[config.mk]
export PLATFORM = sky130hd
export DESIGN_NAME = motor_serial_link_framer
export DESIGN_NICKNAME = d
export VERILOG_FILES = /design/src/design/msl_pkg.sv /design/src/design/motor_serial_link_framer.sv /design/src/design/msl_xor_unit.sv
export SDC_FILE = /design/constraint.sdc
export NUM_CORES = 1
export LEC_CHECK = 0
export BUFFER_PORTS_ARGS = -buffer_cell sky130_fd_sc_hd__buf_4
export CORE_MARGIN = 1
export CORE_UTILIZATION = 54
export CTS_CLUSTER_DIAMETER = 200
export DETAILED_ROUTE_END_ITERATION = 7
export PLACE_DENSITY = 0.72
export SYNTH_ARGS = -nofsm -noshare
export SYNTH_HDL_FRONTEND = slang
export SYNTH_SLANG_ARGS = --single-unit
export TNS_END_PERCENT = 5
[constraint.sdc]
create_clock -name clk_i -period 4.1 [get_ports clk_i]
set_input_delay 1.025 -clock clk_i [delete_from_list [all_inputs] [get_ports clk_i]]
set_output_delay 1.025 -clock clk_i [all_outputs]
set_load 0.01 [all_outputs]
[src/design/msl_pkg.sv]
// ----------------------------------------------------------------------------
// msl_pkg: shared definitions for the motor serial link framer
// Command kinds, frame byte constants, sequencer states and the control
// group that drives the shared XOR unit.
// ----------------------------------------------------------------------------
package msl_pkg;

  typedef enum logic [2:0] {
    KIND_ENABLE   = 3'd0,
    KIND_SET_MODE = 3'd1,
    KIND_SET_SPD  = 3'd2,
    KIND_SET_TGT  = 3'd3,
    KIND_ADD_TGT  = 3'd4,
    KIND_SEND_TGT = 3'd5,
    KIND_REQ_POS  = 3'd6,
    KIND_RX_BYTE  = 3'd7
  } kind_e;

  typedef enum logic [1:0] {
    ST_IDLE,
    ST_EMIT,
    ST_CHECK,
    ST_REPORT
  } state_e;

  localparam logic [7:0] FRAME_HDR = 8'h7A;
  localparam logic [7:0] FRAME_TLR = 8'h7B;
  localparam logic [7:0] CMD_MODE  = 8'h00;
  localparam logic [7:0] CMD_SPEED = 8'h01;
  localparam logic [7:0] CMD_TGT   = 8'h02;
  localparam logic [7:0] CMD_EN    = 8'h06;
  localparam logic [7:0] CMD_POS   = 8'h0E;
  localparam logic [7:0] POS_ARG   = 8'h01;
  localparam logic [7:0] REPLY_POS = 8'h01;

  localparam int unsigned REPLY_BYTES = 9;
  localparam int unsigned FRAME_BUF   = 7;

  // Control group for the shared XOR accumulator.
  typedef struct packed {
    logic clr;
    logic en;
  } xor_ctrl_t;

endpackage

[src/design/motor_serial_link_framer.sv]
// ----------------------------------------------------------------------------
// motor_serial_link_framer: servo link command framer and reply deframer
// Builds command frames byte by byte and checks a sliding window of
// received bytes for a valid position reply.
// ----------------------------------------------------------------------------
// Usage
//   The input channel (in_valid_i / in_ready_o) carries one command or one
//   received link byte per transfer. The output channel (out_valid_o /
//   out_ready_i) carries one frame byte or one position report per transfer.
//   A small sequencer walks each item through a single shared XOR unit.
//   A framed command of N bytes (5, 6, 7 or 9) is taken in by one input
//   transfer and then sent one frame byte per cycle while the receiver does
//   not stall.
//   Set target and add target produce nothing and leave the block ready.
//   A received byte is handled in steps: the transfer, an XOR pass over the
//   first seven window bytes, then the compare; a valid reply adds a report step.
//   The block is not ready for a new item until the current one is done.
//   The output register holds its contents while out_ready_i is low and the
//   emit and report steps simply wait, so a stall lengthens an item by the stall time.
//   Reset clears the motor id, target, latched position, feedback flag and
//   the receive window to zero; no clearing pass is needed.
//   The motor id may be written through cfg_we_i only while the block idles.
// ----------------------------------------------------------------------------
module motor_serial_link_framer (
  input  logic               clk_i,
  input  logic               rst_ni,
  // configuration
  input  logic               cfg_we_i,
  input  logic [7:0]         cfg_wdata_i,
  // input channel
  input  logic               in_valid_i,
  output logic               in_ready_o,
  input  logic [2:0]         kind_i,
  input  logic [15:0]        mode_value_i,
  input  logic signed [15:0] speed_value_i,
  input  logic signed [31:0] position_value_i,
  input  logic [7:0]         rx_byte_i,
  // output channel
  output logic               out_valid_o,
  input  logic               out_ready_i,
  output logic               is_report_o,
  output logic [7:0]         tx_byte_o,
  output logic               last_byte_o,
  output logic signed [31:0] position_now_o,
  output logic               feedback_seen_o
);
  import msl_pkg::*;

  // Architectural state.
  logic [7:0]  motor_id_q;
  logic [31:0] target_q;
  logic [31:0] cur_pos_q;
  logic        fb_seen_q;
  logic [7:0]  win_q [REPLY_BYTES];

  // Sequencer state.
  state_e      state_q, state_d;
  logic [3:0]  cnt_q, cnt_d;
  logic [2:0]  body_q;
  logic [7:0]  frame_q [FRAME_BUF];

  // Output register.
  logic        out_valid_q;
  logic        is_report_q;
  logic [7:0]  tx_byte_q;
  logic        last_q;
  logic [31:0] pos_out_q;
  logic        fb_out_q;

  kind_e       kind;
  logic        in_fire;
  logic        slot_free;
  logic        emit_last;
  logic        emit_body;
  logic        check_done;
  logic        reply_ok;
  logic        load_out;
  logic [7:0]  emit_byte;
  logic [7:0]  win_byte;
  logic [7:0]  xor_acc;
  xor_ctrl_t   xor_ctrl;
  logic [7:0]  xor_byte;

  assign kind       = kind_e'(kind_i);
  assign in_fire    = in_valid_i && in_ready_o;
  assign slot_free  = !out_valid_q || out_ready_i;
  assign emit_body  = cnt_q < {1'b0, body_q};
  assign emit_last  = cnt_q == ({1'b0, body_q} + 4'd1);
  assign check_done = cnt_q == 4'd7;

  // Frame byte at the current position: stored body, then the check, then
  // the tail.
  always_comb begin
    if (emit_body) begin
      emit_byte = frame_q[cnt_q[2:0]];
    end else if (cnt_q == {1'b0, body_q}) begin
      emit_byte = xor_acc;
    end else begin
      emit_byte = FRAME_TLR;
    end
  end

  assign win_byte = win_q[cnt_q];

  // A reply is valid when the framing, address, command and check all agree.
  // The XOR over the first seven window bytes is complete once the count
  // reaches seven.
  assign reply_ok = (win_q[0] == FRAME_HDR) && (win_q[REPLY_BYTES-1] == FRAME_TLR) &&
                    (win_q[1] == motor_id_q) && (win_q[2] == REPLY_POS) &&
                    (win_q[REPLY_BYTES-2] == xor_acc);

  // Next state.
  always_comb begin
    state_d = state_q;
    unique case (state_q)
      ST_IDLE: begin
        if (in_fire) begin
          if (kind == KIND_SET_TGT || kind == KIND_ADD_TGT) begin
            state_d = ST_IDLE;
          end else if (kind == KIND_RX_BYTE) begin
            state_d = ST_CHECK;
          end else begin
            state_d = ST_EMIT;
          end
        end
      end
      ST_EMIT: begin
        if (slot_free && emit_last) begin
          state_d = ST_IDLE;
        end
      end
      ST_CHECK: begin
        if (check_done) begin
          state_d = reply_ok ? ST_REPORT : ST_IDLE;
        end
      end
      ST_REPORT: begin
        if (slot_free) begin
          state_d = ST_IDLE;
        end
      end
      default: state_d = ST_IDLE;
    endcase
  end

  // Sequencer outputs.
  always_comb begin
    in_ready_o   = 1'b0;
    xor_ctrl.clr = 1'b0;
    xor_ctrl.en  = 1'b0;
    xor_byte     = emit_byte;
    load_out     = 1'b0;
    unique case (state_q)
      ST_IDLE: begin
        in_ready_o   = 1'b1;
        xor_ctrl.clr = in_fire;
      end
      ST_EMIT: begin
        xor_ctrl.en = slot_free && emit_body;
        load_out    = slot_free;
      end
      ST_CHECK: begin
        xor_ctrl.en = !check_done;
        xor_byte    = win_byte;
      end
      ST_REPORT: begin
        load_out = slot_free;
      end
      default: begin
        in_ready_o = 1'b0;
      end
    endcase
  end

  // Byte counter.
  always_comb begin
    cnt_d = cnt_q;
    if (in_fire) begin
      cnt_d = 4'd0;
    end else if ((state_q == ST_EMIT && slot_free) ||
                 (state_q == ST_CHECK && !check_done)) begin
      cnt_d = cnt_q + 4'd1;
    end
  end

  msl_xor_unit u_xor (
    .clk_i  (clk_i),
    .rst_ni (rst_ni),
    .ctrl_i (xor_ctrl),
    .byte_i (xor_byte),
    .acc_o  (xor_acc)
  );

  always_ff @(posedge clk_i or negedge rst_ni) begin
    if (!rst_ni) begin
      state_q     <= ST_IDLE;
      cnt_q       <= 4'd0;
      motor_id_q  <= 8'h00;
      target_q    <= 32'd0;
      cur_pos_q   <= 32'd0;
      fb_seen_q   <= 1'b0;
      out_valid_q <= 1'b0;
      for (int i = 0; i < REPLY_BYTES; i++) begin
        win_q[i] <= 8'h00;
      end
    end else begin
      state_q <= state_d;
      cnt_q   <= cnt_d;
      if (cfg_we_i) begin
        motor_id_q <= cfg_wdata_i;
      end
      if (in_fire && kind == KIND_SET_TGT) begin
        target_q <= position_value_i;
      end else if (in_fire && kind == KIND_ADD_TGT) begin
        target_q <= target_q + position_value_i;
      end
      // Received bytes slide through the window; only reset clears it.
      if (in_fire && kind == KIND_RX_BYTE) begin
        for (int i = 0; i < REPLY_BYTES - 1; i++) begin
          win_q[i] <= win_q[i+1];
        end
        win_q[REPLY_BYTES-1] <= rx_byte_i;
      end
      if (state_q == ST_CHECK && check_done && reply_ok) begin
        cur_pos_q <= {win_q[3], win_q[4], win_q[5], win_q[6]};
        fb_seen_q <= 1'b1;
      end
      if (load_out) begin
        out_valid_q <= 1'b1;
      end else if (out_ready_i) begin
        out_valid_q <= 1'b0;
      end
    end
  end

  // Frame body and output payload carry no reset.
  always_ff @(posedge clk_i) begin
    if (in_fire) begin
      frame_q[0] <= FRAME_HDR;
      frame_q[1] <= motor_id_q;
      frame_q[2] <= CMD_EN;
      frame_q[3] <= 8'h00;
      frame_q[4] <= 8'h00;
      frame_q[5] <= 8'h00;
      frame_q[6] <= 8'h00;
      body_q     <= 3'd3;
      unique case (kind)
        KIND_ENABLE: begin
          frame_q[2] <= CMD_EN;
          body_q     <= 3'd3;
        end
        KIND_SET_MODE: begin
          frame_q[2] <= CMD_MODE;
          frame_q[3] <= mode_value_i[15:8];
          frame_q[4] <= mode_value_i[7:0];
          body_q     <= 3'd5;
        end
        KIND_SET_SPD: begin
          frame_q[2] <= CMD_SPEED;
          frame_q[3] <= speed_value_i[15:8];
          frame_q[4] <= speed_value_i[7:0];
          body_q     <= 3'd5;
        end
        KIND_SEND_TGT: begin
          frame_q[2] <= CMD_TGT;
          frame_q[3] <= target_q[31:24];
          frame_q[4] <= target_q[23:16];
          frame_q[5] <= target_q[15:8];
          frame_q[6] <= target_q[7:0];
          body_q     <= 3'd7;
        end
        KIND_REQ_POS: begin
          frame_q[2] <= CMD_POS;
          frame_q[3] <= POS_ARG;
          body_q     <= 3'd4;
        end
        KIND_SET_TGT, KIND_ADD_TGT, KIND_RX_BYTE: begin
          body_q <= 3'd3;
        end
        default: begin
          body_q <= 3'd3;
        end
      endcase
    end
    if (load_out) begin
      is_report_q <= (state_q == ST_REPORT);
      tx_byte_q   <= (state_q == ST_REPORT) ? 8'h00 : emit_byte;
      last_q      <= (state_q == ST_REPORT) || emit_last;
      pos_out_q   <= cur_pos_q;
      fb_out_q    <= fb_seen_q;
    end
  end

  assign out_valid_o     = out_valid_q;
  assign is_report_o     = is_report_q;
  assign tx_byte_o       = tx_byte_q;
  assign last_byte_o     = last_q;
  assign position_now_o  = pos_out_q;
  assign feedback_seen_o = fb_out_q;

  // A command that produces bytes, or a received byte, keeps the block busy.
  a_busy_after_item: assert property (@(posedge clk_i) disable iff (!rst_ni)
    (in_valid_i && in_ready_o && kind_i != KIND_SET_TGT && kind_i != KIND_ADD_TGT)
      |=> !in_ready_o)
    else $error("block ready directly after a result-producing transfer");

  // A report always closes its item, carries a zero byte and a set flag.
  a_report_form: assert property (@(posedge clk_i) disable iff (!rst_ni)
    (out_valid_o && is_report_o) |-> (last_byte_o && tx_byte_o == 8'h00 && feedback_seen_o))
    else $error("malformed position report");

  // The output is only loaded while the sequencer is emitting or reporting.
  a_load_in_emit: assert property (@(posedge clk_i) disable iff (!rst_ni)
    load_out |-> (state_q == ST_EMIT || state_q == ST_REPORT))
    else $error("output loaded outside an emit or report step");

  // The last frame byte is always the tail.
  a_tail_last: assert property (@(posedge clk_i) disable iff (!rst_ni)
    (out_valid_o && !is_report_o && last_byte_o) |-> (tx_byte_o == FRAME_TLR))
    else $error("last frame byte is not the tail");

endmodule

[src/design/msl_xor_unit.sv]
// ----------------------------------------------------------------------------
// msl_xor_unit: shared XOR check accumulator
// Folds one byte a cycle, while enabled, into a running check value; used both to build
// the check byte of outgoing frames and to verify received replies.
// ----------------------------------------------------------------------------
module msl_xor_unit (
  input  logic              clk_i,
  input  logic              rst_ni,
  input  msl_pkg::xor_ctrl_t ctrl_i,
  input  logic [7:0]        byte_i,
  output logic [7:0]        acc_o
);
  import msl_pkg::*;

  logic [7:0] acc_q, acc_d;

  always_comb begin
    acc_d = acc_q;
    if (ctrl_i.clr) begin
      acc_d = 8'h00;
    end else if (ctrl_i.en) begin
      acc_d = acc_q ^ byte_i;
    end
  end

  always_ff @(posedge clk_i or negedge rst_ni) begin
    if (!rst_ni) begin
      acc_q <= 8'h00;
    end else begin
      acc_q <= acc_d;
    end
  end

  assign acc_o = acc_q;

endmodule

After elaboration in Yosys (flattened, before gate mapping)

Memory sizes are Yosys's and may differ from the RTL's.
Index checks and enable logic that the tools add are counted.

Bits in registers: 206
Latch bits: 0
RAM bits: 56
Memory bits (read-only): 0
Bits of input ports: 88
Output and inout port bits: 45
Word-level logic and storage cells: 155
Memories: 1

Memory list:

| name    | depth | bits a word | read ports | clocked after Yosys merged registers in | wr ports | RTL line                       | RTL |
|---|---|---|---|---|---|---|---|
| frame_q | 7     | 8           | 1          | 0                                       | 7        | motor_serial_link_framer.sv:60 | `logic [7:0] frame_q [FRAME_BUF];` |

$add $sub $neg: 3
$mul: 0
Divide/modulo/power cells: 0
Magnitude comparators: 2
Equality and inequality tests: 22
Shift operators: 0
Muxes and demuxes: 58
Bitwise operators: 16
Reductions and logical operators: 30

Operators by type and width:

| cell                                                            | count |
|---|---|
| 8-bit 2-to-1 mux                                                | 21 |
| 32-bit 2-to-1 mux                                               | 2 |
| 32-bit adder                                                    | 1 |
| 8-bit binary-select mux with 4-bit select                       | 1 |
| 1-bit 2-to-1 mux                                                | 22 |
| 8-bit by 7-bit == test with 1-bit output, second input constant | 2 |
| 8-bit == test                                                   | 2 |
| 1-bit logical AND                                               | 14 |
| 2-bit 2-to-1 mux                                                | 7 |
| 1-bit OR                                                        | 14 |
| 3-bit == test, second input constant                            | 4 |
| 3-bit one-hot mux with 4 select lines                           | 1 |
| 8-bit by 1-bit == test with 1-bit output, second input constant | 1 |
| 4-bit 2-to-1 mux                                                | 2 |
| 2-bit != test, second input constant                            | 4 |
| 2-bit one-hot mux with 4 select lines                           | 1 |
| 2-bit nonzero test                                              | 4 |
| 8-bit XOR                                                       | 1 |
| 3-bit by 2-bit == test with 1-bit output, second input constant | 2 |
| 5-bit greater-or-equal comparator, second input constant        | 1 |
| 4-bit NOT with 5-bit output                                     | 1 |
| 3-bit by 1-bit adder with 4-bit output, second input constant   | 1 |
| 4-bit by 1-bit adder with 4-bit output, second input constant   | 1 |
| 2-bit == test, second input constant                            | 2 |
| other kinds (14)                                                | 19 |

Depth between registers and ports, before layout

Gate-level depths: netlist of run 1.

Depth in word-level cells: 10
Gate-level depth with buffers: 15
Mapped depth without buffers: 11

Modules after synthesis

A second synthesis of run 1 with hierarchy kept.

Cells, all modules: 1,088
Area, all modules: 12,746.0 um2

Modules (own cells, without submodules):

| module                   | times used | cells each | area an instance (um2) | sequential area each (um2) |
|---|---|---|---|---|
| motor_serial_link_framer | 1          | 1,053      | 12,339.3               | 6,416.2 |
| msl_xor_unit             | 1          | 35         | 406.6                  | 200.2 |

Worst setup path after synthesis of run 1

OpenSTA, ideal clock, no wires.

Path type: input-to-reg
From: input port out_ready_i
To: register fb_out_q (netlist: feedback_seen_o) (enable)
Library setup time: 444 ps
Arrival: 2,887 ps
Data required time: 3,656 ps
Setup slack: 769 ps
Stages on the path: 2
Path buffers: 0
Cell sequence: nor2b_1 nor2_1

Longest elaborated chain between the ends: 2

Ends and longest elaborated chain:

| element              | RTL line                        | RTL |
|---|---|---|
| from (decl)          | motor_serial_link_framer.sv:40  | `input logic out_ready_i,` |
| 1-bit logical OR     | motor_serial_link_framer.sv:86  | `assign slot_free = !out_valid_q \|\| out_ready_i;` |
| 1-bit 2-to-1 mux     | motor_serial_link_framer.sv:153 | `unique case (state_q)` |
| named net load_out   | motor_serial_link_framer.sv:77  | `logic load_out;` |
| to (signal assigned) | motor_serial_link_framer.sv:290 | `fb_out_q <= fb_seen_q;` |
| to (decl)            | motor_serial_link_framer.sv:68  | `logic fb_out_q;` |

The timed path passes the listed nets, and every way through them passes these cells.
A chain may end at the register's enable or synchronous reset.

Worst setup path after layout of run 1

From: input port position_value_i[0]
To: register target_q[30]

Longest elaborated chain between the ends: 3

Ends and longest elaborated chain:

| element              | RTL line                        | RTL |
|---|---|---|
| from (decl)          | motor_serial_link_framer.sv:36  | `input logic signed [31:0] position_value_i,` |
| 32-bit adder         | motor_serial_link_framer.sv:215 | `target_q <= target_q + position_value_i;` |
| 32-bit 2-to-1 mux    | motor_serial_link_framer.sv:214 | `end else if (in_fire && kind == KIND_ADD_TGT) begin` |
| 32-bit 2-to-1 mux    | motor_serial_link_framer.sv:212 | `if (in_fire && kind == KIND_SET_TGT) begin` |
| to (signal assigned) | motor_serial_link_framer.sv:213 | `target_q <= position_value_i;` |
| to (signal assigned) | motor_serial_link_framer.sv:215 |  |
| to (decl)            | motor_serial_link_framer.sv:51  | `logic [31:0] target_q;` |

Every way passes these cells. The select of a mux whose other input is x is not followed.

==> metrics.txt, run 1 <==
die area 24200 um^2; CTS root buffer clkbuf_16; Placer Congestion 0.901; Area growth syn-to-layout 17.4%; Synthesis Warnings 0; mean post-synth cell area 11.6 um^2; Post-Place Cells 1511; multiplexer share of the synthesized area 15.8%; WS Path Type primary input to flop; Post-CTS Setup Bufs 0; post-route ant nets 0; EDFF count, synth 81; Setup violations, final 0; IO buf count 132; crit-path max FO 4; CTS Buffer Depth 3; Primary FF master, synth dfrtp_1; Min Hold Slack 440 ps; Slew headroom 19.9%; H-tree depth 1; RSZ-0062 raised after global routing no; Req. time, crit path 4500 ps; setup_tns 0 ps; Initial Utilization 55.7%; Final #Nets 1357; cts repair resizes 0; static leakage 6.53 nW; # clock sinks 250; vias post-DR 9021; Rows 55; Post-Synth Adder-Cell Area 4.19%; status finished, final reports clean; max-cap viol count 0; Final min period 3110 ps; layout cells sized above 1 25.0%; setup ws final 994 ps; post-synthesis cell area 12700 um^2; Post-CTS Hold Buffers 0; # DRC 0; CP Launch Type primary input; P per Cell Area 648 nW/um^2; average routed wire per standard cell 19.0 um; clock transition at the registers of the reported paths 60 ps; Synth Register Bits 250; total wire length 29700 um; Setup crit end kind flop; core area 22800 um^2; Setup WS pre-CTS 509 ps; GRT overflow 0; XOR/XNOR Fraction of Synth Area 3.71%; asr flop ratio synth 64.0%; largest net degree at the start of global routing 77; Die X 156 um; total CTS buffers 27; Skew-Pair Late Insertion Delay 540 ps; WP data arrival 3500 ps; TritonCTS clock tree yes; initial antenna violation count 0; final hold viol count 0; placed instance area 14100 um^2; total track usage 25.6%; Synth Area in Compound Gates 11.4%; vias per cell 5.78; Iter 0 DRT Violations 646; die span in y 156 um; Slew Limit Fails 0; final clock skew 10.9 ps; metal2 WL 13300 um; main combinational cell family by area after synthesis multiplexers; ANT cells 0; Post-Synthesis Net Count 1231; Design Area, Final 14900 um^2; M1 wire length 14100 um; DP HPWL 20900 um; FMAX 0.322 GHz; Final Cycle Share 75.8%; Tightest Hold Check Type flop to flop; Met3 Routed Length 1870 um; Pwr Total 9.68 mW; Max VDD drop 0.311 mV; first-pass GRT wire length 48400 um; post-synthesis cell type count 71; vias in the first global route 8840; max layer used met4; Synth Area in Simple Gates 10.5%; Pre-antenna DRT Iters 5; sequential share of the synthesized area 52.0%; Core Util, Final 65.4%; non-filler cells, final 1561; Synth Instances 1101; worst-margin pin slew 1200 ps; num ports 133
cell type report:
| class | count | area, um^2 |
|---|---|---|
| fillers | 1819 | 7910 |
| inverters | 26 | 97.6 |
| flip-flops and latches | 250 | 6620 |
| multi-input cells | 772 | 5820 |
| clock inverters | 11 | 113 |
| repair buffers | 150 | 1150 |
| clock buffers | 39 | 751 |
| well taps | 313 | 392 |
kinds of logic after synthesis:
family	count (synthesis)
and+or+nand+nor	285
DFF	250
AOI/OAI and AO/OA	225
muxes	166
buffers and inverters	79
xor gates and xnor gates	54
adders and majority gates	42
flip-flops by register name, indices dropped and copies added, names as in the netlist:
name	flops
body_q	3
cnt_q	4
cur_pos_q	32
fb_seen_q	1
feedback_seen_o	1
frame_q	44
is_report_o	1
last_byte_o	1
motor_id_q	8
out_valid_o	1
position_now_o	32
state_q	2
target_q	32
tx_byte_o	8
u_xor.acc_o	8
win_q	72
layout by cell type (no fill, tap or decap), types with 4 or more instances in the layout:
master / count
a21o_1: 10
and2_1: 14
inv_1: 25
a21oi_1: 51
mux2_1: 29
a22oi_1: 6
mux2_2: 86
o31ai_1: 6
nand2_1: 117
nand4_1: 8
a211oi_1: 6
o21ai_0: 68
a31oi_1: 9
or3_1: 4
clkinv_2: 4
o21ai_1: 15
o21a_1: 4
nor3_1: 8
clkbuf_16: 27
nor4_1: 7
dfxtp_1: 9
a22o_1: 9
ha_1: 41
xor2_1: 34
nor2b_1: 7
a221oi_1: 7
xnor2_1: 20
clkbuf_1: 9
o211ai_1: 7
nor2_1: 67
buf_4: 147
nand2b_1: 6
mux4_2: 16
or4_1: 4
dfrtp_1: 159
nand4b_1: 4
edfxtp_1: 81
nand3_1: 16
mux2i_1: 35
power by group:
group / internal [mW] / switching, mW
clock: 1.40 / 0.977
combinational: 1.54 / 1.92
sequential: 3.30 / 0.552
total: 6.23 / 3.44
path summary, 6_finish.rpt:
check,start,to,slack (ps),cells after the start
worst max-delay path,position_value_i[0],target_q[30]$_DFFE_PN0P_,990,11
worst min-delay path,cur_pos_q[27]$_DFFE_PN0P_,position_now_o[27]$_DFFE_PP_,440,0
worst max register to register,cnt_q[0]$_DFFE_PN0P_,u_xor.acc_o[6]$_DFFE_PN0P_,1150,10
worst min register to register,cur_pos_q[27]$_DFFE_PN0P_,position_now_o[27]$_DFFE_PP_,440,0
max in group asynchronous,rst_ni,target_q[31]$_DFFE_PN0P_,2740,2
min in group asynchronous,rst_ni,cur_pos_q[17]$_DFFE_PN0P_,510,1
critical path, stage by stage:
cell and delay [ps]:
buf_4 110, ha_1 210, fa_1 420, a21oi_1 220
o22ai_1 160, o211ai_1 390, o31a_1 320, o31ai_4 120
o31a_1 300, xnor2_1 130, o21ai_1 80
cells in the mapped netlist (all sizes together) (16+ instances only):
cell / n / share of area [%]
buf: 19 / 0.77
xor2: 34 / 2.3
edfxtp: 81 / 19
o21ai: 85 / 3.5
mux4: 16 / 2.8
mux2: 115 / 10
inv: 26 / 0.77
a21oi: 54 / 2.2
dfrtp: 160 / 31
mux2i: 35 / 2.8
ha: 41 / 4.0
nand2: 118 / 3.5
nor2: 70 / 2.1
clkbuf: 34 / 1.0
xnor2: 20 / 1.4
nand3: 16 / 0.63
routing by layer:
layer / vias up / global-route usage (%)
met3: 34 / 3.25
met4: 0 / 4.58
met1: 4419 / 39.5
met5: - / 0
met2: 287 / 39.0
li1: 4281 / -
Power figures use the tool's default switching activity.
==> run 2: changes to the inputs <==
PLACE_DENSITY = 0.75   (was 0.72)
clock period = 2.5 ns   (was 4.1 ns; I/O delays follow)
==> run 2 against run 1 <==
Compared with the run above: the flow now finishes with violations (setup timing); largest cell class unchanged; hold slack got worse by 370 ps; wire length increased by 6.9%; first-iteration DRC count increased by 25%; clock-buffer cell count decreased by 7; worst setup slack got worse by 1100 ps; clock skew increased by 4.8 ps; critical path type is now flop to flop; total power increased by 77%; sequential power increased by 61%; final area increased by 7.5%.
==> metrics.txt, run 2 (synthesis results as in run 1) <==
status complete, but fails checks; failing checks setup timing; H-tree depth 1 (unchanged); total track usage 27.3% (+1.7 points); core area 22800 um^2 (unchanged); Regs by FF count win_q x72, frame_q x44; GRT overflow 0 (unchanged); layout cells sized above 1 34.0% (+9.0 points); Final Cycle Share 103%; Initial Utilization 55.7% (unchanged); first-pass GRT wire length 52000 um (+7.3%); total wire length 31800 um (+6.9%); CTS root buffer clkbuf_16; setup ws final -84.5 ps (-1080 ps); Design Area, Final 16100 um^2 (+7.5%); Req. time, crit path 2960 ps (-1540 ps); # clock sinks 250 (unchanged); # DRC 0 (unchanged); largest net degree at the start of global routing 73 (-5.2%); Tightest Hold Check Type primary input to asynchronous set/reset pin; final clock skew 15.7 ps (+4.80 ps); total CTS buffers 26 (-3.7%); WS Path Type flop to flop; num ports 133 (unchanged); Final #Nets 1473 (+8.5%); die area 24200 um^2 (unchanged); initial antenna violation count 0 (unchanged); Slew Limit Fails 0 (unchanged); DP HPWL 23200 um (+11%); Placer Congestion 0.932 (+3.5%); Area growth syn-to-layout 26.1%; worst-margin pin slew 558 ps (-641 ps); Skew-Pair Late Insertion Delay 530 ps (about the same); Final min period 2580 ps; post-route ant nets 0 (unchanged); average routed wire per standard cell 19.0 um (-0.41%); vias per cell 5.75 (-0.45%); Post-CTS Hold Buffers 0 (unchanged); static leakage 7.12 nW (+9.1%); die span in y 156 um (unchanged); Filler cells 1672 (-8.1%); Setup crit end kind flop; CTS Buffer Depth 3 (unchanged); Pre-antenna DRT Iters 5 (unchanged); TritonCTS clock tree yes; Max VDD drop 0.595 mV (+91%); vias in the first global route 9757 (+10%); max-cap viol count 0 (unchanged); vias post-DR 9642 (+6.9%); Die X 156 um (unchanged); most common cell after layout, fill and taps aside buf_4; CP Launch Type flop; most frequent cells in the layout buf_4, dfrtp_1, nand2_1; Slew headroom 62.8% (+43 points); clock transition at the registers of the reported paths 60 ps (about the same); setup_tns -214 ps (-214 ps); Iter 0 DRT Violations 807 (+25%); P per Cell Area 1070 nW/um^2 (+65%); crit-path max FO 4 (unchanged); final hold viol count 0 (unchanged); Core Util, Final 70.3% (+4.9 points); placed instance area 14900 um^2 (+6.2%); Setup violations, final 7 (+7); IO buf count 132 (unchanged); WP data arrival 3050 ps (-450 ps); Top reg by flops win_q; FMAX 0.387 GHz; max reg flops 72 (unchanged); RSZ-0062 raised after global routing yes; ANT cells 0 (unchanged); Rows 55 (unchanged)
[run 2: cell count changes in the layout (fill, tap and decap cells not counted), moves of 3 or more]
cell / previous run / this run
a21oi_1: 51 / 47
a21oi_2: 3 / 6
buf_12: 2 / 6
buf_4: 147 / 259
clkbuf_1: 9 / 3
ha_1: 41 / 33
ha_4: 0 / 7
nor4_1: 7 / 4
nor4_2: 0 / 3
o31ai_1: 6 / 3
[run 2: cell type report]
| type | instances | area [um^2] | share of cell area, % |
|---|---|---|---|
| Inverter | 26 | 97.6 | 0.608 |
| Multi-Input combinational cell | 772 | 6030 | 37.5 |
| Clock inverter | 16 | 121 | 0.756 |
| Timing Repair Buffer | 267 | 2090 | 13.0 |
| Tap cell | 313 | 392 | 2.44 |
| Clock buffer | 32 | 714 | 4.45 |
| Sequential cell | 250 | 6620 | 41.2 |
[run 2: where the power goes]
part | internal, mW | total [mW] | leakage [nW] | switching, mW
registers | 5.40 | 6.20 | 2.95 | 0.806
logic | 3.54 | 7.20 | 3.76 | 3.66
clock network | 2.15 | 3.76 | 0.411 | 1.61
total | 11.1 | 17.2 | 7.12 | 6.08
[run 2: what timing repair did]
item                       4_1_cts  5_1_grt
pin swaps                       14        8
gates resized for setup         15       23
buffers inserted                 8        1
setup endpoints to repair       17       58
[run 2: worst max-delay path, stage by stage, from the launching register on]
cell and delay, ps:
dfrtp_1 420, ha_4 320, a21oi_2 90, a2111oi_4 380, or2_4 220, a211o_4 150
o21ai_4 60, o21ai_4 180, a31oi_1 130, or4_1 480, nand3_1 80
[run 2: layer usage]
layer	wire length [um]	part of all wire, %	vias up	track usage (%)
met1	14200	45	4708	39.9
met3	2050	6.4	52	3.42
met5	0	0	-	0
met2	14900	47	375	43.5
li1	-	-	4507	-
met4	642	2.0	0	6.44
[run 2: final timing paths]
| kind | depth (start not counted) | slack [ps] | start | end |
|---|---|---|---|---|
| setup / recovery | 10 | -80 | target_q[2]$_DFFE_PN0P_ | target_q[27]$_DFFE_PN0P_ |
| hold / removal | 1 | 70 | rst_ni | fb_seen_q$_DFFE_PN0P_ |
| setup reg to reg | 10 | -80 | target_q[2]$_DFFE_PN0P_ | target_q[27]$_DFFE_PN0P_ |
| hold reg to reg | 0 | 440 | cur_pos_q[1]$_DFFE_PN0P_ | position_now_o[1]$_DFFE_PP_ |
| max in group asynchronous | 2 | 1730 | rst_ni | cur_pos_q[0]$_DFFE_PN0P_ |
| min in group clk_i | 2 | 330 | cfg_wdata_i[1] | motor_id_q[1]$_DFFE_PN0P_ |
[run 2: stage by stage]
stage                     total power, mW  cells  hold WS, ps  worst slack (ps)
after global routing                 18.2   1676         93.4              -216
final                                17.2   1676         67.6             -84.5
after floorplan                      10.2   1101          329              -228
after detailed placement             13.0   1621          429              -569
after global placement               12.8   1621          423              -467
after CTS                            17.0   1677         80.6             -46.9
==> run 3: changes to the inputs <==
CORE_ASPECT_RATIO = 0.7   (was unset)
PLACE_DENSITY = unset   (was 0.75)
PLACE_DENSITY_LB_ADDON = 0.25   (was unset)
==> run 3 against run 2 <==
Compared with the run above: total power up 3.1%; maximum frequency down 0.88%; hold slack better by 6.8 ps; global-route usage up 0.65 points; non-clock buffer count down 1; the flow still finishes with violations (setup timing); flip-flop and latch count unchanged; via count up 1.3%; clock skew down 4.5 ps; final area up 0.64%; worst setup slack worse by 23 ps; critical path type unchanged; final cell count down 0.24%; clock power up 5.6%.
==> metrics.txt, run 3 (synthesis results as in run 1) <==
Placer Congestion 0.946 (+1.5%); core area 22900 um^2 (+0.26%); FMAX 0.384 GHz (-0.88%); Req. time, crit path 2960 ps (about the same); clock transition at the registers of the reported paths 70 ps (about the same); Initial Utilization 55.6% (-0.15 points); final hold viol count 0 (unchanged); die area 24200 um^2 (about the same); M1 wire length 15800 um (+11%); Tightest Hold Check Type primary input to asynchronous set/reset pin; static leakage 7.13 nW (about the same); layout cells sized above 1 34.4% (+0.44 points); Pre-antenna DRT Iters 6 (+1); slowest CP cell or4_1; ANT cells 0 (unchanged); most frequent cells in the layout buf_4, dfrtp_1, nand2_1; DP HPWL 23600 um (+1.8%); max-cap viol count 0 (unchanged); Die X 186 um (+19%); Rows 46 (-16%); crit-path max FO 4 (unchanged); GRT overflow 0 (unchanged); max reg flops 72 (unchanged); vias in the first global route 9337 (-4.3%); IO buf count 132 (unchanged); Final Cycle Share 104% (+0.91 points); Min Hold Slack 74.4 ps (+6.79 ps); Met3 Routed Length 2880 um (+41%); setup_tns -957 ps (-743 ps); total wire length 33000 um (+3.8%); Regs by FF count win_q x72, frame_q x44; Top reg by flops win_q; WS Path Type flop to flop; RSZ-0062 raised after global routing yes; num ports 133 (unchanged); vias per cell 5.84 (+1.5%); final clock skew 11.1 ps (-4.54 ps); non-filler cells, final 1672 (-0.24%); r2r startpoint target_q[14]$_DFFE_PN0P_; worst-margin pin slew 653 ps (+95.9 ps); Setup crit end kind flop; status complete, but fails checks; max layer used met5; Setup violations, final 38 (+31); Skew-Pair Late Insertion Delay 520 ps (about the same); Setup WS pre-CTS -605 ps (-35.9 ps); Max VDD drop 0.683 mV (+15%); CP Launch Type flop; total track usage 27.9% (+0.65 points); initial antenna violation count 0 (unchanged); slowest cell delay on critical path 480 ps (about the same); crit path launch target_q[14]$_DFFE_PN0P_; Area growth syn-to-layout 26.9%; setup ws final -107 ps (-22.9 ps); most common cell after layout, fill and taps aside buf_4; # clock sinks 250 (unchanged); post-route ant nets 0 (unchanged); first-pass GRT wire length 51700 um (-0.53%); TritonCTS clock tree yes; Filler cells 1694 (+1.3%); Most common cell on crit path o21ai_4; total CTS buffers 25 (-3.8%); die span in y 130 um (-16%); Post-Place Cells 1614 (-0.43%); average routed wire per standard cell 19.7 um (+4.0%); CTS root buffer clkbuf_16; Slew Limit Fails 0 (unchanged); WP data arrival 3060 ps (about the same); Crit path buffers/inverters 0 (unchanged); vias post-DR 9766 (+1.3%); H-tree depth 1 (unchanged); P per Cell Area 1100 nW/um^2 (+2.5%); Final min period 2610 ps (+22.9 ps); Final #Nets 1471 (-0.14%); failing checks setup timing; CP Cell Sequence ha_1 -> nand4_1 -> nor4_1 -> a211o_4 -> o21ai_4 -> o21ai_4 -> a31oi_2 -> or4_1 -> nand3_1; Iter 0 DRT Violations 826 (+2.4%); metal2 WL 13700 um (-8.1%); CP top delay family simple AND/OR/NAND/NOR gates; CTS Buffer Depth 3 (unchanged); largest net degree at the start of global routing 63 (-14%); Slew headroom 56.4% (-6.4 points); Post-CTS Hold Buffers 0 (unchanged); # DRC 0 (unchanged)
## run 3: cell types whose count changed in the layout (fill, tap and decap cells not counted), moves of 3 or more
| cell | change |
|---|---|
| bufinv_16 | +3 |
| clkbuf_1 | +4 |
| o31ai_1 | +3 |
| clkinv_2 | -5 |
| o21ai_1 | +4 |
| o21ai_0 | -5 |
## run 3: through the flow
step           util (%)  instance area (um^2)  power [mW]
6_report           70.5                 16200        17.7
5_1_grt            70.5                 16200        18.7
4_1_cts            70.2                 16100        17.5
3_5_place_dp       65.2                 14900        13.1
3_3_place_gp       65.2                 14900        12.9
2_1_floorplan         -                 12700        10.2
## run 3: path summary, 6_finish.rpt
| kind | end | slack (ps) | cells past startpoint |
|---|---|---|---|
| worst max-delay path | target_q[27]$_DFFE_PN0P_ | -110 | 9 |
| worst min-delay path | cur_pos_q[8]$_DFFE_PN0P_ | 70 | 1 |
| worst max register to register | target_q[27]$_DFFE_PN0P_ | -110 | 9 |
| worst min register to register | feedback_seen_o$_DFFE_PP_ | 440 | 0 |
| max in group asynchronous | win_q[51]$_DFFE_PN0P_ | 1700 | 2 |
| min in group clk_i | win_q[0]$_DFFE_PN0P_ | 330 | 2 |
## run 3: routing by layer
metal / global-route usage (%) / vias to the layer above
met2: 39.7 / 392
li1: - / 4510
met4: 5.35 / 2
met3: 5.49 / 48
met1: 44.2 / 4814
met5: 0 / -
## run 3: cell type report
class                      instances  area (um^2)  area share, %
clock buffer                      35          693           4.29
sequential                       250         6620           41.0
multi-input combinational        772         6080           37.6
inverter                          26          100          0.619
clock inverter                    11          171           1.06
tap                              312          390           2.42
timing repair buffer             266         2100           13.0
## run 3: report_power, final
part           internal [mW]  switching [mW]
registers               5.40           0.813
clock network           2.36            1.61
logic                   3.64            3.88
## run 3: timing repair
action	4_1_cts	5_1_grt
setup buffers	12	0
gates cloned	0	0
resized for setup	32	21
pin swaps	16	13
setup endpoints to repair	51	68
